[src/rtl/dhoat_fifo.sv]
// Two-entry command queue between the front and back ends.
module dhoat_fifo #(
    parameter int W = 8
) (
    input  logic         clk,
    input  logic         rst_n,
    input  logic         push_valid,
    output logic         push_ready,
    input  logic [W-1:0] push_data,
    output logic         pop_valid,
    input  logic         pop_ready,
    output logic [W-1:0] pop_data
);
    logic [W-1:0] mem_reg [2];
    logic         wp_reg, wp_next, rp_reg, rp_next;
    logic [1:0]   cnt_reg, cnt_next;
    logic         push, pop;

    assign push_ready = (cnt_reg != 2'd2);
    assign pop_valid  = (cnt_reg != 2'd0);
    assign pop_data   = mem_reg[rp_reg];
    assign push       = push_valid && push_ready;
    assign pop        = pop_valid && pop_ready;

    always_comb
    begin
        wp_next  = push ? ~wp_reg : wp_reg;
        rp_next  = pop ? ~rp_reg : rp_reg;
        cnt_next = cnt_reg + {1'b0, push} - {1'b0, pop};
    end

    always_ff @(posedge clk or negedge rst_n)
    begin
        if (!rst_n)
        begin
            wp_reg  <= 1'b0;
            rp_reg  <= 1'b0;
            cnt_reg <= 2'd0;
        end
        else
        begin
            wp_reg  <= wp_next;
            rp_reg  <= rp_next;
            cnt_reg <= cnt_next;
        end
    end

    always_ff @(posedge clk)
    begin
        if (push)
        begin
            mem_reg[wp_reg] <= push_data;
        end
    end
endmodule

[config.mk]
export PLATFORM = sky130hd
export DESIGN_NAME = dhoat_fifo
export DESIGN_NICKNAME = d
export VERILOG_FILES = /design/src/rtl/dhoat_fifo.sv
export SDC_FILE = /design/constraint.sdc
export NUM_CORES = 1
export LEC_CHECK = 0
export BUFFER_PORTS_ARGS = -buffer_cell sky130_fd_sc_hd__buf_4
export CORE_MARGIN = 10
export CORE_UTILIZATION = 40
export CTS_BUF_LIST = sky130_fd_sc_hd__clkbuf_4
export CTS_CLUSTER_SIZE = 16
export DETAILED_ROUTE_END_ITERATION = 10
export GPL_TIMING_DRIVEN = 0
export PLACE_DENSITY = 0.66
export SYNTH_ARGS = -nofsm -noshare
export SYNTH_HDL_FRONTEND = slang
export SYNTH_SLANG_ARGS = --single-unit
[constraint.sdc]
create_clock -name clk -period 1.5 [get_ports clk]
set_input_delay 0.075 -clock clk [delete_from_list [all_inputs] [get_ports clk]]
set_output_delay 0.075 -clock clk [all_outputs]
set_load 0.02 [all_outputs]
==> results.sh, run 1 <==
export IMPL_yosys_cell_types_count=14
export IMPL_antenna_found_initial=0
export IMPL_rsz0062_at_grt="yes"
export IMPL_fin_nets=94
export IMPL_area_growth_syn_to_layout_pct=47.5
export IMPL_cts_tree="yes"
export IMPL_routed_wl_um=1410
export IMPL_drv_cap=0
export IMPL_dr_pass1_iters=2
export IMPL_synth_area_per_cell_um2=18.4
export IMPL_largest_reg_flops=16
export IMPL_diodes=0
export IMPL_crit_arrival_ns=1.83
export IMPL_syn_area_um2=774
export IMPL_post_dp_hpwl_um=978
export IMPL_placed_area_um2=968
export IMPL_io_pins=22
export IMPL_finalNonFillerCells=104
export IMPL_critPathKind="reg -> reg"
export IMPL_drive_gt1_share_pct=44.3
export IMPL_timing_setup_tns_ns=-0.138
export IMPL_fp_dieH_um=64
export IMPL_relSlewSlack_pct=70.9
export IMPL_syn_inst=42
export IMPL_final_common_cell="buf_4"
export IMPL_fin_area_mm2=0.00114
export IMPL_grt_overflow=0
export IMPL_ant_nets=0
export IMPL_cp_max_fo=3
export IMPL_grt_pass1_vias=499
export IMPL_rows=15
export IMPL_critPathRequiredTime_ns=1.70
export IMPL_leakagePower_uw=0.000456
export IMPL_clk_latency_ns=0.30
export IMPL_die_w_um=64
export IMPL_gp_congestion=0.672
export IMPL_port_buffers=21
export IMPL_violations="negative setup slack"
export IMPL_wl_per_cell_um=13.6
export IMPL_hold_class="in -> async"
export IMPL_finalHoldViolCount=0
export IMPL_floorplan_initialDensity_pct=43.4
export IMPL_grt_usage_pct=7.29
export IMPL_ys_seq_area_share_pct=75.0
export IMPL_grt_max_degree=12
export IMPL_fill_cells=139
export IMPL_p_per_area_mw_per_mm2=1810
export IMPL_clock_skew_ns=0.0140
export IMPL_max_freq_ghz=0.611
export IMPL_path_clk_slew_ns=0.12
export IMPL_worst_setup_path_end_kind="register"
export IMPL_dp_slack_ns=-0.138
export IMPL_clock_root_buffer="clkbuf_4"
export IMPL_synth_seq_cells=20
export IMPL_min_period_ns=1.64
export IMPL_setup_violations=1
export IMPL_outcome="finished with violations"
export IMPL_vias=460
export IMPL_htree_num_levels=1
export IMPL_cts_made_buffers=3
export IMPL_tightest_slew_ns=0.436
export IMPL_initialDrtViolationCount=9
export IMPL_grt_pass1_wl_um=2320
export IMPL_crit_path_start_kind="register"
export IMPL_core_mm2=0.00178
export IMPL_die_area_mm2=0.00410
export IMPL_drcViolationCount=0
export IMPL_post_route_period_util_pct=109
export IMPL_drv_slew=0
export IMPL_final_core_util_pct=64.1
export IMPL_mostFrequentLayoutCells="buf_4, edfxtp_1, dlygate4sd3_1, mux2_1, dfrtp_1"
export IMPL_finalWorstSetupSlack_ns=-0.138
export IMPL_yosys_warnings=0
export IMPL_syn_nets=56
export IMPL_ir_worst_vdd_uv=1020
export IMPL_place_inst=88
export IMPL_vias_per_cell=4.42
export IMPL_cts_num_sinks=20
export IMPL_ctsLongestPathBuffers=2
[final timing paths]
check | cells past startpoint | slack [ns] | start | endpoint
max | 7 | -0.14 | cnt_reg[1] | cnt_reg[1]
min | 2 | 0.09 | rst_n | cnt_reg[0]
max reg2reg | 7 | -0.14 | cnt_reg[1] | cnt_reg[1]
min reg2reg | 1 | 0.52 | wp_reg | wp_reg
max in group asynchronous | 2 | 1.31 | rst_n | cnt_reg[1]
min in group clk | 3 | 0.16 | push_valid | wp_reg
[cells in the mapped netlist]
cell type,number,area (µm²)
nand2b_1,1,6.26
or2_1,1,6.26
and2_4,1,8.76
dfrtp_1,4,100
nor2_1,1,3.75
inv_1,1,3.75
edfxtp_1,16,480
nand2_1,1,3.75
and3_1,1,6.26
xor2_1,1,8.76
ha_1,2,25.0
buf_2,1,5.00
mux2_1,8,90.1
xnor2_1,3,26.3
[critical path: stages, from the launching register on]
cell and delay (ns):
dfrtp_1 0.42, or2_4 0.26, and2_4 0.17, ha_4 0.25, inv_2 0.03, ha_4 0.15
xnor2_2 0.13, xnor2_1 0.12
[final cells by class]
cell class	instances	area (µm²)	area share, %
inverters	1	3.75	0.329
clock inverters	1	3.75	0.329
multi-input cells	20	223	19.5
plain buffers	1	7.51	0.657
repair buffers	33	270	23.7
flip-flops and latches	20	581	50.8
clock buffers	3	22.5	1.97
well taps	25	31.3	2.74
[report_power, final]
group | leakage (µW) | total (µW) | switching, µW | internal, µW
combinational | 0.000246 | 980 | 490 | 490
sequential | 0.000195 | 831 | 54.3 | 777
clock | 0.0000154 | 251 | 154 | 96.7
[stage by stage]
stage | hold WS [ns] | power [µW]
after floorplan | -0.221 | 1360
after global placement | -0.124 | 1660
after detailed placement | -0.124 | 1670
after CTS | 0.0931 | 1960
after global routing | 0.0836 | 2210
final | 0.0937 | 2060
[timing repair]
action	in CTS	in global routing
endpoints found under the hold margin	20	0
setup buffers	0	3
pin swaps	0	4
resized for setup	2	5
hold buffers	9	0
setup endpoints to repair	10	18
[cell families (layout without fill, tap and decap cells)]
| family | after synthesis | in the layout | synth area share (%) |
|---|---|---|---|
| flip-flops | 20 | 20 | 75.0 |
| multiplexers | 8 | 8 | 11.6 |
| AND/OR/NAND/NOR | 6 | 6 | 4.52 |
| XOR/XNOR | 4 | 4 | 4.52 |
| adder cells (fa/ha/maj) | 2 | 2 | 3.23 |
| buffers and inverters | 2 | 39 | 1.13 |
[layer usage]
metal	GRT usage, %	vias to the layer above	share of wire [%]
li1	-	227	-
met5	0	-	0
met3	3.31	0	7.2
met4	4.10	0	0
met2	12.3	12	55
met1	7.27	221	38
Note: power is estimated with default switching activity, not from simulation.
==> inputs of run 2 (changes only) <==
- ABC_AREA: unset -> 1
- clock period: 1.5 -> 1.4 ns (I/O delays scaled with it)
==> results.sh, run 2 <==
export IMPL_outcome="finished, final reports clean"
export IMPL_p_per_area_mw_per_mm2=2040
export IMPL_internal_power_uw=1580
export IMPL_path_clk_slew_ns=0.11
export IMPL_comb_power_share_pct=53.6
export IMPL_core_mm2=0.00196
export IMPL_syn_area_um2=828
export IMPL_place_inst=121
export IMPL_grt_max_degree=12
export IMPL_initialDrtViolationCount=31
export IMPL_power_uw=2580
export IMPL_htree_num_levels=1
export IMPL_die_w_um=65.5
export IMPL_drive_gt1_share_pct=44.5
export IMPL_vias=651
export IMPL_rsz0062_at_grt="yes"
export IMPL_worst_setup_path_end_kind="register"
export IMPL_fin_area_mm2=0.00126
export IMPL_synth_area_per_cell_um2=11.3
export IMPL_ctsLongestPathBuffers=2
export IMPL_hold_path_end="rp_reg"
export IMPL_routed_wl_um=1920
export IMPL_crit_arrival_ns=1.60
export IMPL_yosys_warnings=0
export IMPL_power_frac_seq_pct=34.5
export IMPL_cp_max_fo=3
export IMPL_cp_common_cell="inv_2"
export IMPL_swShare_pct=38.6
export IMPL_syn_nets=87
export IMPL_fp_dieH_um=65.5
export IMPL_mostFrequentLayoutCells="buf_4, nand2_1, edfxtp_1, dlygate4sd3_1, nand2_2"
export IMPL_ys_seq_area_share_pct=70.1
export IMPL_max_stage_delay_ns=0.43
export IMPL_synth_edf_count=16
export IMPL_synth_seq_cells=20
export IMPL_grt_pass1_vias=712
export IMPL_cp_slowest_cell="dfrtp_1"
export IMPL_grt_overflow=0
export IMPL_floorplan_initialDensity_pct=42.2
export IMPL_timing_setup_tns_ns=0
export IMPL_clk_latency_ns=0.30
export IMPL_area_growth_syn_to_layout_pct=52.3
export IMPL_yosysTopAreaCellShare_pct=58.0
export IMPL_placed_area_mm2=0.00102
export IMPL_reg2reg_depth=9
export IMPL_clock_skew_ns=0.000521
export IMPL_ir_worst_vdd_uv=1180
export IMPL_rows=16
export IMPL_clock_root_buffer="clkbuf_4"
export IMPL_leakagePower_uw=0.000595
export IMPL_vias_per_cell=4.46
export IMPL_drv_cap=0
export IMPL_post_route_period_util_pct=99.9
export IMPL_finalNonFillerCells=146
export IMPL_r2r_setup_slack_ns=0.001
export IMPL_ant_nets=0
export IMPL_drcViolationCount=0
export IMPL_synthArstFlopShare_pct=20.0
export IMPL_cts_num_sinks=20
export IMPL_synthTopCellsByCount="nand2_1, edfxtp_1, inv_1, dfrtp_1, nand2_2"
export IMPL_port_buffers=21
export IMPL_die_area_mm2=0.00429
export IMPL_grt_usage_pct=9.27
export IMPL_largest_reg_flops=16
export IMPL_yosys_cell_types_count=12
export IMPL_diodes=0
export IMPL_post_dp_hpwl_um=1210
export IMPL_hp_start="pop_ready"
export IMPL_final_common_cell="buf_4"
export IMPL_gp_congestion=0.737
export IMPL_syn_inst=73
export IMPL_hold_class="in -> reg"
export IMPL_drv_slew=0
export IMPL_yosysTopAreaCell="edfxtp_1"
export IMPL_tightest_slew_ns=0.407
export IMPL_cts_tree="yes"
export IMPL_crit_path_start_kind="register"
export IMPL_grt_pass1_wl_um=3120
export IMPL_rr_startpoint="cnt_reg[1]"
export IMPL_critPathKind="reg -> reg"
export IMPL_antenna_found_initial=0
export IMPL_synth_ff_type="edfxtp_1"
export IMPL_max_freq_ghz=0.715
export IMPL_whs_path_depth=3
export IMPL_critPathRequiredTime_ns=1.61
export IMPL_yosysMostFrequentCell="nand2_1"
export IMPL_dr_pass1_iters=4
export IMPL_synth_area_top_cells="edfxtp_1, nand2_1, dfrtp_1"
export IMPL_timing_rr_end="cnt_reg[1]"
export IMPL_fin_nets=134
export IMPL_cp_cell_sequence="inv_2 -> nand2_2 -> nand2_4 -> inv_2 -> ha_4 -> inv_1 -> ha_2 -> nand3_1 -> nand2_1"
export IMPL_finalHoldViolCount=0
export IMPL_power_switching_uw=995
export IMPL_io_pins=22
export IMPL_setup_violations=0
export IMPL_relSlewSlack_pct=72.8
export IMPL_wl_per_cell_um=13.2
export IMPL_min_period_ns=1.40
export IMPL_cts_made_buffers=3
export IMPL_clock_power_share_pct=11.8
[run 2: cell types whose count changed after synthesis, moves of 3 or more]
cell	change
xnor2_1	-3
mux2_1	-8
nand2_1	+31
nand2_2	+4
inv_1	+6
nand3_1	+3
[run 2: area by class of cell]
type                    instances  area (µm²)
clock buffers                   4        30.0
multi-input cells              43         228
flip-flops and latches         20         581
plain buffers                   1        11.3
well taps                      27        33.8
inverters                       9        36.3
repair buffers                 42         342
fillers                       155         701
[run 2: critical path: cells and delay by family (launching register included)]
family / cells / cell delay [ns]
DFF: 1 / 0.43
and+or+nand+nor: 4 / 0.27
buffers and inverters: 3 / 0.17
adders and majority gates: 2 / 0.42
[run 2: per-layer routing]
| layer | vias to the layer above | track usage [%] | wire [µm] |
|---|---|---|---|
| met5 | - | 0 | 0 |
| met4 | 0 | 6.42 | 42 |
| met3 | 4 | 2.03 | 89 |
| met2 | 20 | 16.6 | 1030 |
| met1 | 302 | 9.35 | 757 |
| li1 | 325 | - | - |
[run 2: power groups by stage]
stage | Sequential (µW) | Clock [µW] | Combinational, µW
CTS | 887 | 307 | 1270
global route | 903 | 332 | 1510
detailed placement | 901 | 0 | 1050
finish | 889 | 304 | 1380
floorplan | 889 | 0 | 659
global placement | 895 | 0 | 1010
[run 2: repair_timing]
item	4_1_cts	5_1_grt
pin swaps	3	4
setup buffers	11	2
gates resized for setup	2	8
hold endpoints to repair	20	0
hold buffers	9	0
endpoints found under the setup margin	9	3
[run 2: metrics by stage]
stage / hold slack [ns] / utilization [%] / worst slack [ns]
floorplan: -0.226 / - / 0.0186
finish: 0.0288 / 64.3 / 0.00135
global route: 0.0372 / 64.3 / -0.0522
global placement: -0.129 / 52.0 / -0.113
CTS: 0.0164 / 62.6 / 0.00530
detailed placement: -0.131 / 52.0 / -0.0827
[run 2: kinds of logic after synthesis]
logic type | count (synthesis) | synth area share, %
adder cells (fa/ha/maj) | 2 | 3.02
buffers and inverters | 10 | 5.74
flip-flops | 20 | 70.1
AND/OR/NAND/NOR | 41 | 21.1
[run 2: worst max path at each step]
stage,from,to
floorplan,cnt_reg[0],cnt_reg[1]
global placement,cnt_reg[1],mem_reg[1][5]
detailed placement,cnt_reg[1],mem_reg[1][2]
CTS,cnt_reg[1],cnt_reg[1]
global route,cnt_reg[1],cnt_reg[1]
finish,cnt_reg[1],cnt_reg[1]
==> inputs of run 3 (changes only) <==
- ABC_AREA: 1 -> unset
==> results.sh, run 3 (same netlist as run 1, synthesis figures left out) <==
export IMPL_outcome="finished with violations"
export IMPL_violations="negative setup slack"
export IMPL_grt_pass1_wl_um=2350
export IMPL_diodes=0
export IMPL_cts_made_buffers=3
export IMPL_leakagePower_uw=0.000532
export IMPL_area_growth_syn_to_layout_pct=63.2
export IMPL_fp_dieH_um=64
export IMPL_finalHoldViolCount=0
export IMPL_final_common_cell="buf_4"
export IMPL_routed_wl_um=1660
export IMPL_cp_max_fo=3
export IMPL_crit_path_start_kind="register"
export IMPL_fin_hold_ws_ns=0.105
export IMPL_clock_skew_ns=0.00246
export IMPL_min_period_ns=1.63
export IMPL_antenna_found_initial=0
export IMPL_io_pins=22
export IMPL_die_area_mm2=0.00410
export IMPL_drcViolationCount=0
export IMPL_dr_pass1_iters=5
export IMPL_crit_arrival_ns=1.81
export IMPL_rows=15
export IMPL_grt_max_degree=12
export IMPL_ctsLongestPathBuffers=2
export IMPL_clock_root_buffer="clkbuf_4"
export IMPL_largest_reg_flops=16
export IMPL_wl_per_cell_um=15.2
export IMPL_p_per_area_mw_per_mm2=2060
export IMPL_gp_congestion=0.676
export IMPL_grt_usage_pct=7.08
export IMPL_post_route_period_util_pct=116
export IMPL_cts_num_sinks=20
export IMPL_setup_violations=2
export IMPL_ir_worst_vdd_uv=1080
export IMPL_hold_class="in -> async"
export IMPL_mostFrequentLayoutCells="buf_4, edfxtp_1, buf_6, dlygate4sd3_1, mux2_4"
export IMPL_fin_nets=99
export IMPL_drv_slew=0
export IMPL_cts_tree="yes"
export IMPL_r2r_setup_slack_ns=-0.23
export IMPL_clk_latency_ns=0.28
export IMPL_tightest_slew_ns=0.253
export IMPL_finalWorstSetupSlack_ns=-0.227
export IMPL_max_freq_ghz=0.615
export IMPL_finalNonFillerCells=109
export IMPL_grt_pass1_vias=524
export IMPL_die_w_um=64
export IMPL_floorplan_initialDensity_pct=43.4
export IMPL_core_mm2=0.00178
export IMPL_initialDrtViolationCount=19
export IMPL_relSlewSlack_pct=83.1
export IMPL_ant_nets=0
export IMPL_drive_gt1_share_pct=60.7
export IMPL_post_dp_hpwl_um=984
export IMPL_vias=501
export IMPL_path_clk_slew_ns=0.10
export IMPL_drv_cap=0
export IMPL_rsz0062_at_grt="yes"
export IMPL_critPathRequiredTime_ns=1.58
export IMPL_worst_setup_path_end_kind="register"
export IMPL_htree_num_levels=1
export IMPL_place_inst=88
export IMPL_vias_per_cell=4.60
export IMPL_port_buffers=21
export IMPL_grt_overflow=0
export IMPL_critPathKind="reg -> reg"
[run 3: cell count changes in the layout (fill, tap and decap cells not counted), sizes merged, moves of 3 or more]
cell,change
nand3,-3
inv,-8
nand2,-36
mux2,+8
buf,-4
xnor2,+3
[run 3: area by class of cell]
class / count / area (µm²)
clock inverter: 1 / 3.75
timing repair buffer: 38 / 342
multi-input combinational: 20 / 269
fill: 113 / 519
inverter: 1 / 3.75
clock buffer: 3 / 22.5
tap: 25 / 31.3
sequential: 20 / 581
buffer: 1 / 11.3
[run 3: critical path: stages (launching register included)]
cell and delay (ns):
dfrtp_1 0.42, or2_4 0.27, and2_4 0.15, ha_4 0.26, inv_2 0.03, ha_4 0.15, xnor2_2 0.13, xnor2_1 0.12
[run 3: per-stage QoR]
step           total power (µW)  instance area, µm²  setup slack (ns)  setup TNS (ns)  utilization [%]
2_1_floorplan              1500                 797            -0.212          -0.250                -
3_3_place_gp               1820                 986            -0.222          -0.400             55.3
3_5_place_dp               1830                 986            -0.216          -0.236             55.3
4_1_cts                    2250                1150            -0.203           -1.08             64.7
5_1_grt                    2760                1260            -0.273          -0.383             70.9
6_report                   2600                1260            -0.227          -0.245             70.9
[run 3: path summary, 6_finish.rpt]
kind	startpoint	to	depth (start not counted)
max	cnt_reg[0]	cnt_reg[1]	7
min	rst_n	wp_reg	2
max reg2reg	cnt_reg[0]	cnt_reg[1]	7
min reg2reg	wp_reg	wp_reg	1
max in group asynchronous	rst_n	rp_reg	2
min in group clk	push_valid	wp_reg	3
[run 3: where the power goes]
part / switching, µW / leakage [µW] / total, µW / internal (µW)
logic: 621 / 0.000322 / 1430 / 806
clock network: 156 / 0.0000154 / 259 / 103
registers: 80.4 / 0.000195 / 913 / 833
[run 3: routing by layer]
layer / global-route usage, % / wire, µm / vias up
met5: 0 / 0 / -
met4: 1.64 / 22 / 0
met2: 12.3 / 936 / 13
met3: 2.96 / 87 / 4
met1: 7.80 / 609 / 247
li1: - / - / 237
[run 3: timing repair]
| item | in CTS | in global routing |
|---|---|---|
| endpoints found under the hold margin | 20 | 0 |
| pin swaps | 5 | 2 |
| gates resized for setup | 4 | 25 |
| endpoints found under the setup margin | 18 | 18 |
| hold buffers | 9 | 0 |
| gates cloned | 0 | 1 |
| setup buffers | 4 | 3 |
