**src/rtl/dhoat_pkg.sv**
```systemverilog
// Shared codes and types for the double-hashed open-address table.
package dhoat_pkg;

    localparam logic [1:0] OP_INSERT = 2'd0;
    localparam logic [1:0] OP_LOOKUP = 2'd1;
    localparam logic [1:0] OP_DELETE = 2'd2;

    localparam logic [2:0] ST_INSERTED  = 3'd0;
    localparam logic [2:0] ST_FOUND     = 3'd1;
    localparam logic [2:0] ST_DELETED   = 3'd2;
    localparam logic [2:0] ST_NOT_FOUND = 3'd3;
    localparam logic [2:0] ST_FULL      = 3'd4;

    localparam int HASH_W = 64;

    // slot count; the output fields are sized for it
    localparam int TABLE_SIZE = 4096;
    localparam int SLOT_W     = 12;

    typedef struct packed {
        logic clear_done;
        logic key_release;
    } dhoat_back_stat_t;

endpackage

```
**src/rtl/dhoat_if.sv**
```systemverilog
// Input and output channel interfaces of the table.
interface dhoat_in_if;
    logic        valid;
    logic        ready;
    logic [1:0]  operation;
    logic [7:0]  key_byte;
    logic        key_last;
    logic [31:0] record_handle;

    modport source (output valid, operation, key_byte, key_last, record_handle, input ready);
    modport sink   (input valid, operation, key_byte, key_last, record_handle, output ready);
endinterface


```
**src/rtl/dhoat_front.sv**
```systemverilog
// Front end: key byte capture, hashing and start/step reduction.
module dhoat_front
    import dhoat_pkg::*;
#(
    parameter int MAX_KEY_BYTES = 39,
    parameter int LEN_W         = $clog2(MAX_KEY_BYTES + 1),
    parameter int KI_W          = (MAX_KEY_BYTES > 1) ? $clog2(MAX_KEY_BYTES) : 1,
    parameter int CMD_W         = 2 + LEN_W + 32 + 2 * SLOT_W
) (
    input  logic              clk,
    input  logic              rst_n,
    dhoat_in_if.sink          in_ch,
    input  dhoat_back_stat_t  stat,
    output logic              cmd_valid,
    input  logic              cmd_ready,
    output logic [CMD_W-1:0]  cmd_data,
    input  logic [KI_W-1:0]   qrd_addr,
    output logic [7:0]        qrd_data
);
    localparam logic [1:0] F_HASH = 2'd0;
    localparam logic [1:0] F_MOD  = 2'd1;
    localparam logic [1:0] F_PUSH = 2'd2;
    localparam logic [SLOT_W:0] MOD_B = (SLOT_W + 1)'(TABLE_SIZE - 1);
    localparam logic [LEN_W-1:0] LEN_MAX = LEN_W'(MAX_KEY_BYTES);

    logic [7:0]        qbuf [MAX_KEY_BYTES];
    logic [1:0]        fst_reg, fst_next;
    logic [LEN_W-1:0]  qlen_reg, qlen_next;
    logic [HASH_W-1:0] ha_reg, ha_next, hb_reg, hb_next;
    logic [HASH_W-1:0] sa_reg, sa_next, sb_reg, sb_next;
    logic [SLOT_W-1:0] ra_reg, ra_next, rb_reg, rb_next;
    logic [1:0]        op_reg, op_next;
    logic [31:0]       hdl_reg, hdl_next;
    logic              busy_reg, busy_next;
    logic              accept, take;
    logic [HASH_W-1:0] ha_upd, hb_upd;
    logic [SLOT_W+2:0] fold_sum;
    logic [SLOT_W:0]   fold_two;
    logic [SLOT_W-1:0] fold_red;
    logic [SLOT_W-1:0] step;

    assign in_ch.ready = stat.clear_done && (fst_reg == F_HASH)
                         && !((qlen_reg == '0) && busy_reg);
    assign accept = in_ch.valid && in_ch.ready;
    assign take   = qlen_reg < LEN_MAX;

    assign ha_upd = take ? ((ha_reg << 5) - ha_reg + {56'd0, in_ch.key_byte}) : ha_reg;
    assign hb_upd = take ? ((hb_reg << 5) + hb_reg + {56'd0, in_ch.key_byte}) : hb_reg;

    // 2**SLOT_W is 1 modulo TABLE_SIZE-1, so summing the slot-wide chunks keeps the residue
    assign fold_sum = (SLOT_W + 3)'(sb_reg[SLOT_W-1:0])
                    + (SLOT_W + 3)'(sb_reg[2*SLOT_W-1:SLOT_W])
                    + (SLOT_W + 3)'(sb_reg[3*SLOT_W-1:2*SLOT_W])
                    + (SLOT_W + 3)'(sb_reg[4*SLOT_W-1:3*SLOT_W])
                    + (SLOT_W + 3)'(sb_reg[5*SLOT_W-1:4*SLOT_W])
                    + (SLOT_W + 3)'(sb_reg[HASH_W-1:5*SLOT_W]);
    assign fold_two = {1'b0, fold_sum[SLOT_W-1:0]} + (SLOT_W + 1)'(fold_sum[SLOT_W+2:SLOT_W]);
    assign fold_red = (fold_two >= MOD_B) ? SLOT_W'(fold_two - MOD_B) : SLOT_W'(fold_two);

    assign step  = rb_reg + SLOT_W'(1);

    assign cmd_valid = (fst_reg == F_PUSH);
    assign cmd_data  = {op_reg, qlen_reg, hdl_reg, ra_reg, step};

    always_comb
    begin
        fst_next  = fst_reg;
        qlen_next = qlen_reg;
        ha_next   = ha_reg;
        hb_next   = hb_reg;
        sa_next   = sa_reg;
        sb_next   = sb_reg;
        ra_next   = ra_reg;
        rb_next   = rb_reg;
        op_next   = op_reg;
        hdl_next  = hdl_reg;
        busy_next = busy_reg && !stat.key_release;
        case (fst_reg)
            F_HASH:
            begin
                if (accept)
                begin
                    if (qlen_reg == '0)
                    begin
                        op_next = in_ch.operation;
                    end
                    if (take)
                    begin
                        qlen_next = qlen_reg + LEN_W'(1);
                    end
                    ha_next = ha_upd;
                    hb_next = hb_upd;
                    if (in_ch.key_last)
                    begin
                        hdl_next = in_ch.record_handle;
                        sa_next  = ha_upd;
                        sb_next  = hb_upd;
                        fst_next = F_MOD;
                    end
                end
            end
            F_MOD:
            begin
                ra_next  = sa_reg[SLOT_W-1:0];
                rb_next  = fold_red;
                fst_next = F_PUSH;
            end
            F_PUSH:
            begin
                if (cmd_ready)
                begin
                    busy_next = 1'b1;
                    qlen_next = '0;
                    ha_next   = '0;
                    hb_next   = '0;
                    fst_next  = F_HASH;
                end
            end
            default:
            begin
                fst_next = F_HASH;
            end
        endcase
    end

    always_ff @(posedge clk or negedge rst_n)
    begin
        if (!rst_n)
        begin
            fst_reg  <= F_HASH;
            qlen_reg <= '0;
            ha_reg   <= '0;
            hb_reg   <= '0;
            op_reg   <= OP_INSERT;
            busy_reg <= 1'b0;
        end
        else
        begin
            fst_reg  <= fst_next;
            qlen_reg <= qlen_next;
            ha_reg   <= ha_next;
            hb_reg   <= hb_next;
            op_reg   <= op_next;
            busy_reg <= busy_next;
        end
    end

    always_ff @(posedge clk)
    begin
        sa_reg  <= sa_next;
        sb_reg  <= sb_next;
        ra_reg  <= ra_next;
        rb_reg  <= rb_next;
        hdl_reg <= hdl_next;
    end

    always_ff @(posedge clk)
    begin
        if (accept && take)
        begin
            qbuf[qlen_reg[KI_W-1:0]] <= in_ch.key_byte;
        end
        qrd_data <= qbuf[qrd_addr];
    end
endmodule

```
**src/flat_wrapper.sv**
```systemverilog
// flat-port wrapper written by rule: the top's interface ports become plain ports
module dhoat_front_flat import dhoat_pkg::*;
#(
    parameter int MAX_KEY_BYTES = 39,
    parameter int LEN_W         = $clog2(MAX_KEY_BYTES + 1),
    parameter int KI_W          = (MAX_KEY_BYTES > 1) ? $clog2(MAX_KEY_BYTES) : 1,
    parameter int CMD_W         = 2 + LEN_W + 32 + 2 * SLOT_W
)
  (clk, rst_n, stat, cmd_valid, cmd_ready, cmd_data, qrd_addr, qrd_data, in_ch_valid, in_ch_operation, in_ch_key_byte, in_ch_key_last, in_ch_record_handle, in_ch_ready);
  dhoat_in_if in_ch_i ();
  input  logic clk;
  input  logic rst_n;
  input  dhoat_back_stat_t stat;
  output logic cmd_valid;
  input  logic cmd_ready;
  output logic [CMD_W-1:0] cmd_data;
  input  logic [KI_W-1:0] qrd_addr;
  output logic [7:0] qrd_data;
  input wire logic [$bits(in_ch_i.valid)-1:0] in_ch_valid;
  input wire logic [$bits(in_ch_i.operation)-1:0] in_ch_operation;
  input wire logic [$bits(in_ch_i.key_byte)-1:0] in_ch_key_byte;
  input wire logic [$bits(in_ch_i.key_last)-1:0] in_ch_key_last;
  input wire logic [$bits(in_ch_i.record_handle)-1:0] in_ch_record_handle;
  output wire logic [$bits(in_ch_i.ready)-1:0] in_ch_ready;
  assign in_ch_i.valid = in_ch_valid;
  assign in_ch_i.operation = in_ch_operation;
  assign in_ch_i.key_byte = in_ch_key_byte;
  assign in_ch_i.key_last = in_ch_key_last;
  assign in_ch_i.record_handle = in_ch_record_handle;
  assign in_ch_ready = in_ch_i.ready;
  dhoat_front #(.MAX_KEY_BYTES(MAX_KEY_BYTES), .LEN_W(LEN_W), .KI_W(KI_W), .CMD_W(CMD_W)) u_core (.clk(clk), .rst_n(rst_n), .in_ch(in_ch_i), .stat(stat), .cmd_valid(cmd_valid), .cmd_ready(cmd_ready), .cmd_data(cmd_data), .qrd_addr(qrd_addr), .qrd_data(qrd_data));
endmodule
```
**config.mk**
```make
export PLATFORM = sky130hd
export DESIGN_NAME = dhoat_front_flat
export DESIGN_NICKNAME = d
export VERILOG_FILES = /design/src/rtl/dhoat_pkg.sv /design/src/rtl/dhoat_if.sv /design/src/rtl/dhoat_front.sv /design/src/flat_wrapper.sv
export SDC_FILE = /design/constraint.sdc
export NUM_CORES = 1
export LEC_CHECK = 0
export ABC_AREA = 1
export BUFFER_PORTS_ARGS = -buffer_cell sky130_fd_sc_hd__buf_2
export CAP_MARGIN = 20
export CORE_MARGIN = 10
export CORE_UTILIZATION = 52
export DETAILED_ROUTE_END_ITERATION = 10
export PLACE_DENSITY_LB_ADDON = 0.1
export SLEW_MARGIN = 20
export SYNTH_ARGS = -nofsm -noshare
export SYNTH_HDL_FRONTEND = slang
export SYNTH_SLANG_ARGS = --single-unit
```
**constraint.sdc**
```tcl
create_clock -name clk -period 9.25 [get_ports clk]
set_clock_uncertainty 0.15 [all_clocks]
set_input_delay 1.3875 -clock clk [delete_from_list [all_inputs] [get_ports clk]]
set_output_delay 1.3875 -clock clk [all_outputs]
set_load 0.05 [all_outputs]
```
==> run metrics, run 1 <==
Post-DRT Antenna Nets 0; post-cts sizing count 0; number of synthesized flops with an enable pin 444; Area Growth Syn to Fin 11.1%; most frequent cells in the layout 499 x nand2_1, 444 x edfxtp_1, 438 x nor2_1; most common cell after layout, fill and taps aside nand2_1; Final #Nets 3,529; share of Yosys cell area claimed by the top area cell type 0.448; share of cells above drive strength 1 0.0952; Required @ worst endpoint 9470 ps; port bufs 128; Worst Setup End Kind flip-flop; Synth cell types 59; IO Pins 129; Top FF cell, synth edfxtp_1; Initial Util 0.527; Seq/Total Area, Yosys 0.527; Largest register FFs 312; Final Cycle Share 0.787; CTS sink count 539; worst-skew pair later-pin latency 610 ps; Crit path max-delay family adder cells; Slowest cell on crit path fa_1; CTS root buf clkbuf_16; syn_area_per_cell 9.48 um2; Initial DRC Count 1,784; area leader, netlist edfxtp_1; Post-Synthesis Cells 3,138; Post-Synthesis Cell Area 0.0298 mm2; Final GP Congestion 0.974; TritonCTS buffer count 56; Max FO, Critical Path 6; Async SR Flop Fraction 0.161; placed cell area 0.0312 mm2; final instance area 0.0331 mm2; final hold violation count 0; # DRC 0; number of global-route vias before repair 22,873; Die Y 259 um; GRT overflow 0; DIE WIDTH 259 um; Yosys reg bits 539; CP Class flip-flop to flip-flop; outcome finished clean; hold buffer count at CTS 0; Core Rows 87; Worst Setup Start Kind flip-flop; top cells by area, synth edfxtp_1 45%, ha_1 7.7%, dfrtp_1 7.3%; post-CTS setup buffer count 0; DR vias/cell 5.63; Clock transition at path regs 60 ps; initial antenna violation count 1; CTS tree done; final setup vio count 0; max_cap viols 0; setup tns final 0 ps; Most Frequent Cell on Critical Path nand2_1; post-DP HPWL 64.4 mm; clock buffer depth 3; Relative slew margins 0.300; largest net degree at the start of global routing 103; Yosys Warn Count 0; crit path DAT 7500 ps; highest clock rate 137 MHz; All-Layer GR Usage 0.255; Die Area 0.0672 mm2; Worst-Margin Slew 1040 ps; wire per inst 21.4 um; RSZ-0062 raised after global routing no; crit path time final 7280 ps; core area 0.0565 mm2; max-slew violations 0; Pre-antenna DRT Iters 5; vias 22,833; CP peak stage delay 510 ps; min-delay worst type flip-flop to flip-flop; first-pass GRT wire length 132 mm; worst path buffer plus inverter count 2; syn nets 3,415; H-Tree Depth 2; Detailed Route WL 87.0 mm
[through the flow]
stage | util | hold WS (ps) | setup slack, ps | instances
after CTS | 0.585 | 273 | 1950 | 4055
after floorplan | - | 250 | 1230 | 3138
after global placement | 0.552 | 257 | 2070 | 3950
after global routing | 0.585 | 277 | 1200 | 4055
final | 0.585 | 270 | 1970 | 4057
after detailed placement | 0.552 | 258 | 1970 | 3950
[cells in the mapped netlist, drive strengths merged, types with 8 or more instances]
library cell,instances
nand3,120
a21boi,15
a21oi,137
a31oi,15
xnor2,20
o21a,12
a21o,12
nor2,448
o21ai,352
o22ai,86
nor3,27
or2,20
xor2,39
inv,366
o211ai,12
nand4,24
nand2,514
buf,24
o21bai,16
edfxtp,444
ha,184
nand3b,16
dfrtp,87
clkbuf,73
dfxtp,8
fa,38
[worst register-to-register path, delay by kind of cell (launching register included)]
family	cells	cell delay, ps
adders and majority gates	8	2920
and+or+nand+nor	20	1850
AOI/OAI and AO/OA	6	1240
DFF	1	380
xor gates and xnor gates	2	310
buffers and inverters	2	160
[worst paths after layout]
| kind | from | endpoint | slack, ps | cells past startpoint |
|---|---|---|---|---|
| max reg2reg | u_core.sb_reg[0]$_DFFE_PP_ | u_core.rb_reg[3]$_DFFE_PN_ | 1970 | 38 |
| min reg2reg | u_core.sa_reg[5]$_DFFE_PP_ | u_core.ra_reg[5]$_DFFE_PN_ | 270 | 0 |
| min in group asynchronous | rst_n | u_core.ha_reg[9]$_DFFE_PN0P_ | 630 | 1 |
| min | u_core.sa_reg[5]$_DFFE_PP_ | u_core.ra_reg[5]$_DFFE_PN_ | 270 | 0 |
| max in group asynchronous | rst_n | u_core.hb_reg[18]$_DFFE_PN0P_ | 7140 | 2 |
| max | u_core.sb_reg[0]$_DFFE_PP_ | u_core.rb_reg[3]$_DFFE_PN_ | 1970 | 38 |
[cell type report]
| class | instances | area (um2) |
|---|---|---|
| repair buffers | 153 | 833 |
| inverters | 368 | 1390 |
| diodes | 2 | 5.00 |
| clock buffers | 66 | 1450 |
| multi-input cells | 2134 | 12300 |
| well taps | 756 | 946 |
| flip-flops and latches | 539 | 15700 |
| clock inverters | 39 | 430 |
| fillers | 4895 | 23400 |
[cells by family after synthesis]
group                    Yosys count  share of synthesized area
AO/OA/AOI/OAI                    669                      0.125
XOR/XNOR                          59                     0.0176
adder cells (fa/ha/maj)          222                      0.103
buffers and inverters            465                     0.0596
flip-flops                       539                      0.527
multiplexers                       2                   0.000757
AND/OR/NAND/NOR                 1182                      0.168
[metal layers]
layer / GRT usage / part of all wire
met2: 0.447 / 0.50
met3: 0.0315 / 0.054
met1: 0.309 / 0.40
met5: 0 / 0
met4: 0.117 / 0.047
Power of run 1 is left out: the tool's default activity adds up to more than one toggle a clock period on the data nets, which glitch-free logic cannot reach.
==> inputs of run 2 (changes only) <==
Settings changed: ABC_AREA 1 to 0.
Clock period 9.25 ns to 7.48 ns, I/O delays scaled along.
==> run metrics, run 2 <==
outcome finished clean (unchanged); Slowest cell on crit path fa_2 (was fa_1); post-DP HPWL 54.5 mm (was 64.4 mm); DIE WIDTH 254 um (was 259 um); worst-skew pair later-pin latency 610 ps (about the same); initial antenna violation count 3 (was 1); Seq/Total Area, Yosys 0.551 (was 0.527); CP peak stage delay 530 ps (was 510 ps); TritonCTS buffer count 56 (unchanged); crit path DAT 7620 ps (was 7500 ps); Yosys Warn Count 0 (unchanged); DP Worst Slack -68.3 ps (was 1970 ps); Inserted Diodes 0 (was 2); Clock transition at path regs 60 ps (about the same); Final GP Congestion 0.910 (was 0.974); Post-Synthesis Cells 2,215 (was 3,138); Max FO, Critical Path 3 (was 6); share of cells above drive strength 1 0.178 (was 0.0952); worst path buffer plus inverter count 4 (was 2); Synth cell types 81 (was 59); first-pass GRT wire length 114 mm (was 132 mm); share of Yosys cell area claimed by the top area cell type 0.469 (was 0.448); area of the multi-input gates 0.0122 mm2 (was 0.0123 mm2); IO Pins 129 (unchanged); Required @ worst endpoint 7690 ps (was 9470 ps); count leader, synth edfxtp_1 (was nand2_1); final instance area 0.0320 mm2 (was 0.0331 mm2); Area Growth Syn to Fin 12.7% (was 11.1%); max_cap viols 0 (unchanged); Top FF cell, synth edfxtp_1 (unchanged); area leader, netlist edfxtp_1 (unchanged); final hold violation count 0 (unchanged); Worst Setup End Kind flip-flop (unchanged); syn_area_per_cell 12.8 um2 (was 9.48 um2); Sequential Area 0.0157 mm2 (unchanged); top cells by area, synth edfxtp_1 47%, ha_1 8.1%, dfrtp_1 7.7% (was edfxtp_1 45%, ha_1 7.7%, dfrtp_1 7.3%); final setup vio count 0 (unchanged); post-route core utilization 0.593 (was 0.585); Core Rows 85 (was 87); H-Tree Depth 2 (unchanged); CP Class flip-flop to flip-flop (unchanged); core area 0.0540 mm2 (was 0.0565 mm2); clock buffer depth 3 (unchanged); number of global-route vias before repair 18,356 (was 22,873); All-Layer GR Usage 0.234 (was 0.255); Die Y 254 um (was 259 um); number of synthesized flops with an enable pin 444 (unchanged); Initial Util 0.526 (was 0.527); Worst-Margin Slew 1020 ps (was 1040 ps); Final Cycle Share 0.991 (was 0.787); Worst Setup Start Kind flip-flop (unchanged); highest clock rate 135 MHz (was 137 MHz); wire per inst 24.5 um (was 21.4 um); Initial DRC Count 1,724 (was 1,784); fill cell count 4,304 (was 4,895); syn nets 2,492 (was 3,415); Largest register FFs 312 (unchanged); # DRC 0 (unchanged); port bufs 128 (unchanged); most frequent cells in the layout 444 x edfxtp_1, 175 x nand2_1, 175 x ha_1 (was 499 x nand2_1, 444 x edfxtp_1, 438 x nor2_1); Pre-antenna DRT Iters 5 (unchanged); min-delay worst type primary input to asynchronous set/reset pin (was flip-flop to flip-flop); CTS root buf clkbuf_16 (unchanged); Post-DRT Antenna Nets 0 (unchanged); Async SR Flop Fraction 0.161 (unchanged); Most Frequent Cell on Critical Path inv_1 (was nand2_1); placed cell area 0.0299 mm2 (was 0.0312 mm2); most instantiated cells after synthesis 444 x edfxtp_1, 184 x ha_1, 178 x nand2_1, 145 x nor2_1, 132 x a21oi_1 (was 500 x nand2_1, 444 x edfxtp_1, 440 x nor2_1, 358 x inv_1, 343 x o21ai_0); crit path time final 7420 ps (was 7280 ps); Die Area 0.0644 mm2 (was 0.0672 mm2); Relative slew margins 0.317 (was 0.300); CTS sink count 539 (unchanged); max-slew violations 0 (unchanged); Post-Synthesis Cell Area 0.0284 mm2 (was 0.0298 mm2); RSZ-0062 raised after global routing yes (was no); Crit path max-delay family adder cells (unchanged); GRT overflow 0 (unchanged); most common cell after layout, fill and taps aside edfxtp_1 (was nand2_1); CTS tree done (unchanged); Detailed Route WL 75.9 mm (was 87.0 mm); largest net degree at the start of global routing 77 (was 103); Final WS setup 64.6 ps (was 1970 ps); vias 18,976 (was 22,833); Final #Nets 2,628 (was 3,529); DR vias/cell 6.13 (was 5.63); Yosys reg bits 539 (unchanged)
[run 2: what timing repair did]
action | in CTS | in global routing
gates cloned | 0 | 0
resized for setup | 3 | 24
hold buffers | 0 | 0
setup buffers | 2 | 9
setup endpoints to repair | 1 | 12
pin swaps | 3 | 48
[run 2: path summary, 6_finish.rpt]
| check | startpoint | endpoint | slack [ps] | cells past startpoint |
|---|---|---|---|---|
| max in group asynchronous | rst_n | u_core.op_reg[0]$_DFFE_PN0P_ | 5870 | 3 |
| hold reg to reg | u_core.sa_reg[9]$_DFFE_PP_ | u_core.ra_reg[9]$_DFFE_PN_ | 270 | 0 |
| setup / recovery | u_core.sb_reg[0]$_DFFE_PP_ | u_core.rb_reg[1]$_DFFE_PN_ | 60 | 29 |
| min in group clk | u_core.sa_reg[9]$_DFFE_PP_ | u_core.ra_reg[9]$_DFFE_PN_ | 270 | 0 |
| setup reg to reg | u_core.sb_reg[0]$_DFFE_PP_ | u_core.rb_reg[1]$_DFFE_PN_ | 60 | 29 |
| hold / removal | rst_n | u_core.hb_reg[53]$_DFFE_PN0P_ | 270 | 1 |
[run 2: metal layers]
layer  share of wire  vias to the layer above  wire length, um  track usage
li1                -                     8686                -            -
met1            0.46                     9508            35000        0.351
met2            0.44                      707            33500        0.343
met3           0.078                       75             5950       0.0460
met5               0                        -                0            0
met4           0.020                        0             1500       0.0559
[run 2: final cells by class]
cell class	instances	share of cell area
sequential	539	0.489
multi-input combinational	1484	0.381
clock buffer	67	0.0466
timing repair buffer	178	0.0328
tap	696	0.0272
clock inverter	38	0.0127
inverter	92	0.0108
[run 2: worst register-to-register path: cells and delay by family, from the launching register on]
family                     cells  cell delay, ps
DFF                            1             380
and+or+nand+nor                4             660
AOI/OAI and AO/OA             11            2240
xor gates and xnor gates       1             180
muxes                          1             290
adders and majority gates      8            3080
buffers and inverters          4             200
[run 2: logic make-up (layout without fill, tap and decap cells)]
group                      Yosys count  count (layout)  synth area share
AOI/OAI and AO/OA                  500             500             0.116
xor gates and xnor gates           102             102            0.0320
adders and majority gates          222             222             0.108
buffers and inverters              192             375            0.0262
DFF                                539             539             0.551
muxes                              105             105            0.0761
and+or+nand+nor                    555             555            0.0911
[run 2: through the flow]
stage	instances	TNS (ps)	hold slack [ps]
after floorplan	2215	0	250
after global placement	2978	0	251
after detailed placement	2978	-68.3	260
after CTS	3085	0	245
after global routing	3094	-501	267
final	3094	0	268
Power of run 2 is left out for the same reason.
==> inputs of run 3 (changes only) <==
==> constraint.sdc (replaced) <==
create_clock -name clk -period 7.7 [get_ports clk]
set_clock_uncertainty 0.15 [all_clocks]
set_input_delay 0.77 -clock clk [delete_from_list [all_inputs] [get_ports clk]]
set_output_delay 0.77 -clock clk [all_outputs]
set_load 0.05 [all_outputs]
==> run metrics, run 3 (synthesized netlist as in run 2, its figures left out) <==
GRT overflow 0 (unchanged); Area Growth Syn to Fin 11.7% (was 12.7%); IO Pins 129 (unchanged); DR vias/cell 6.06 (was 6.13); All-Layer GR Usage 0.234 (about the same); area of the multi-input gates 0.0121 mm2 (was 0.0122 mm2); Slowest cell on crit path fa_1 (was fa_2); final cell count without fillers 3,079 (was 3,094); Final #Nets 2,612 (was 2,628); Initial Util 0.526 (unchanged); crit path DAT 7710 ps (was 7620 ps); share of cells above drive strength 1 0.163 (was 0.178); CP Class flip-flop to flip-flop (unchanged); Post-DRT Antenna Nets 0 (unchanged); crit path time final 7490 ps (was 7420 ps); R2R cell count 31 (was 29); Sequential Area 0.0157 mm2 (unchanged); Clock transition at path regs 60 ps (about the same); final setup vio count 0 (unchanged); Final GP Congestion 0.951 (was 0.910); # DRC 0 (unchanged); max_cap viols 0 (unchanged); Pre-antenna DRT Iters 5 (unchanged); clock buffer depth 3 (unchanged); Worst Setup Start Kind flip-flop (unchanged); Initial DRC Count 1,657 (was 1,724); Relative slew margins 0.333 (was 0.317); post-DP HPWL 54.3 mm (was 54.5 mm); CTS root buf clkbuf_16 (unchanged); number of global-route vias before repair 18,170 (was 18,356); Die Area 0.0644 mm2 (unchanged); most frequent cells in the layout 444 x edfxtp_1, 179 x ha_1, 175 x nand2_1 (was 444 x edfxtp_1, 175 x nand2_1, 175 x ha_1); TritonCTS buffer count 55 (was 56); vias 18,672 (was 18,976); Final Cycle Share 0.972 (was 0.991); wire per inst 24.5 um (about the same); min-delay worst type primary input to flip-flop (was primary input to asynchronous set/reset pin); first-pass GRT wire length 114 mm (about the same); core area 0.0540 mm2 (unchanged); Max FO, Critical Path 5 (was 3); port bufs 128 (unchanged); CTS sink count 539 (unchanged); Core Rows 85 (unchanged); placed cells 2,970 (was 2,978); largest net degree at the start of global routing 86 (was 77); initial antenna violation count 3 (unchanged); Worst-Margin Slew 992 ps (was 1020 ps); final hold violation count 0 (unchanged); Reg-to-Reg Start u_core.sb_reg[1]$_DFFE_PP_ (was u_core.sb_reg[0]$_DFFE_PP_); fill cell count 4,300 (was 4,304); hold-critical path endpoint u_core.hdl_reg[21]$_DFFE_PP_; Worst Setup End Kind flip-flop (unchanged); Required @ worst endpoint 7920 ps (was 7690 ps); highest clock rate 134 MHz (was 135 MHz); CTS tree done (unchanged); most common cell after layout, fill and taps aside edfxtp_1 (unchanged); min-delay src in_ch_record_handle[21]; Worst Hold Depth 1; Largest register FFs 312 (unchanged); H-Tree Depth 2 (unchanged); Die Y 254 um (unchanged); worst-skew pair later-pin latency 630 ps (was 610 ps); worst r2r dst u_core.rb_reg[1]$_DFFE_PN_ (unchanged); DIE WIDTH 254 um (unchanged); outcome finished clean (unchanged); CP peak stage delay 570 ps (was 530 ps); max-slew violations 0 (unchanged); FF-to-FF setup slack 210 ps (was 60 ps); Detailed Route WL 75.6 mm (was 75.9 mm)
## run 3: layout make-up
| type | count | share of cell area |
|---|---|---|
| Sequential cell | 539 | 0.493 |
| Multi-Input combinational cell | 1484 | 0.381 |
| Clock buffer | 76 | 0.0471 |
| Timing Repair Buffer | 163 | 0.0288 |
| Tap cell | 696 | 0.0274 |
| Clock inverter | 28 | 0.0112 |
| Inverter | 92 | 0.0109 |
| Antenna cell | 1 | 0.0000788 |
## run 3: worst max-delay path: cells and delay by family, from the launching register on
kind,cells,cell delay (ps)
AOI/OAI and AO/OA,17,3040
xor gates and xnor gates,2,310
adders and majority gates,6,2250
buffers and inverters,1,160
DFF,1,400
muxes,1,290
and+or+nand+nor,4,670
## run 3: through the flow
stage | hold WS, ps | setup TNS, ps | cell area [um2] | util | worst slack (ps)
detailed placement | 255 | 0 | 29800 | 0.552 | 56.1
floorplan | 250 | 0 | 28400 | - | 35.7
global route | 158 | -48.2 | 31800 | 0.588 | -48.2
global placement | 258 | 0 | 29800 | 0.552 | 93.6
finish | 181 | 0 | 31800 | 0.588 | 213
CTS | 153 | 0 | 31700 | 0.586 | 35.3
## run 3: metal layers
layer,track usage,vias to the layer above,part of all wire
li1,-,8638,-
met1,0.348,9326,0.45
met2,0.355,619,0.46
met3,0.0398,85,0.071
met4,0.0530,4,0.017
met5,0,-,0.00041
## run 3: how the worst max path moves through the flow
| stage | startpoint | to | slack [ps] | depth (start not counted) |
|---|---|---|---|---|
| floorplan | u_core.sb_reg[0]$_DFFE_PP_ | u_core.rb_reg[1]$_DFFE_PN_ | 40 | 32 |
| global placement | u_core.sb_reg[0]$_DFFE_PP_ | u_core.rb_reg[1]$_DFFE_PN_ | 90 | 31 |
| detailed placement | u_core.sb_reg[0]$_DFFE_PP_ | u_core.rb_reg[1]$_DFFE_PN_ | 60 | 31 |
| CTS | u_core.sb_reg[0]$_DFFE_PP_ | u_core.rb_reg[1]$_DFFE_PN_ | 40 | 31 |
| global route | u_core.sb_reg[1]$_DFFE_PP_ | u_core.rb_reg[1]$_DFFE_PN_ | -50 | 32 |
| finish | u_core.sb_reg[1]$_DFFE_PP_ | u_core.rb_reg[1]$_DFFE_PN_ | 210 | 31 |
## run 3: repair_timing
item | CTS | global route
gates resized for setup | 0 | 20
buffers inserted | 0 | 3
hold buffers | 1 | 0
hold endpoints to repair | 29 | 0
endpoints found under the setup margin | 0 | 12
Power of run 3 is left out for the same reason.
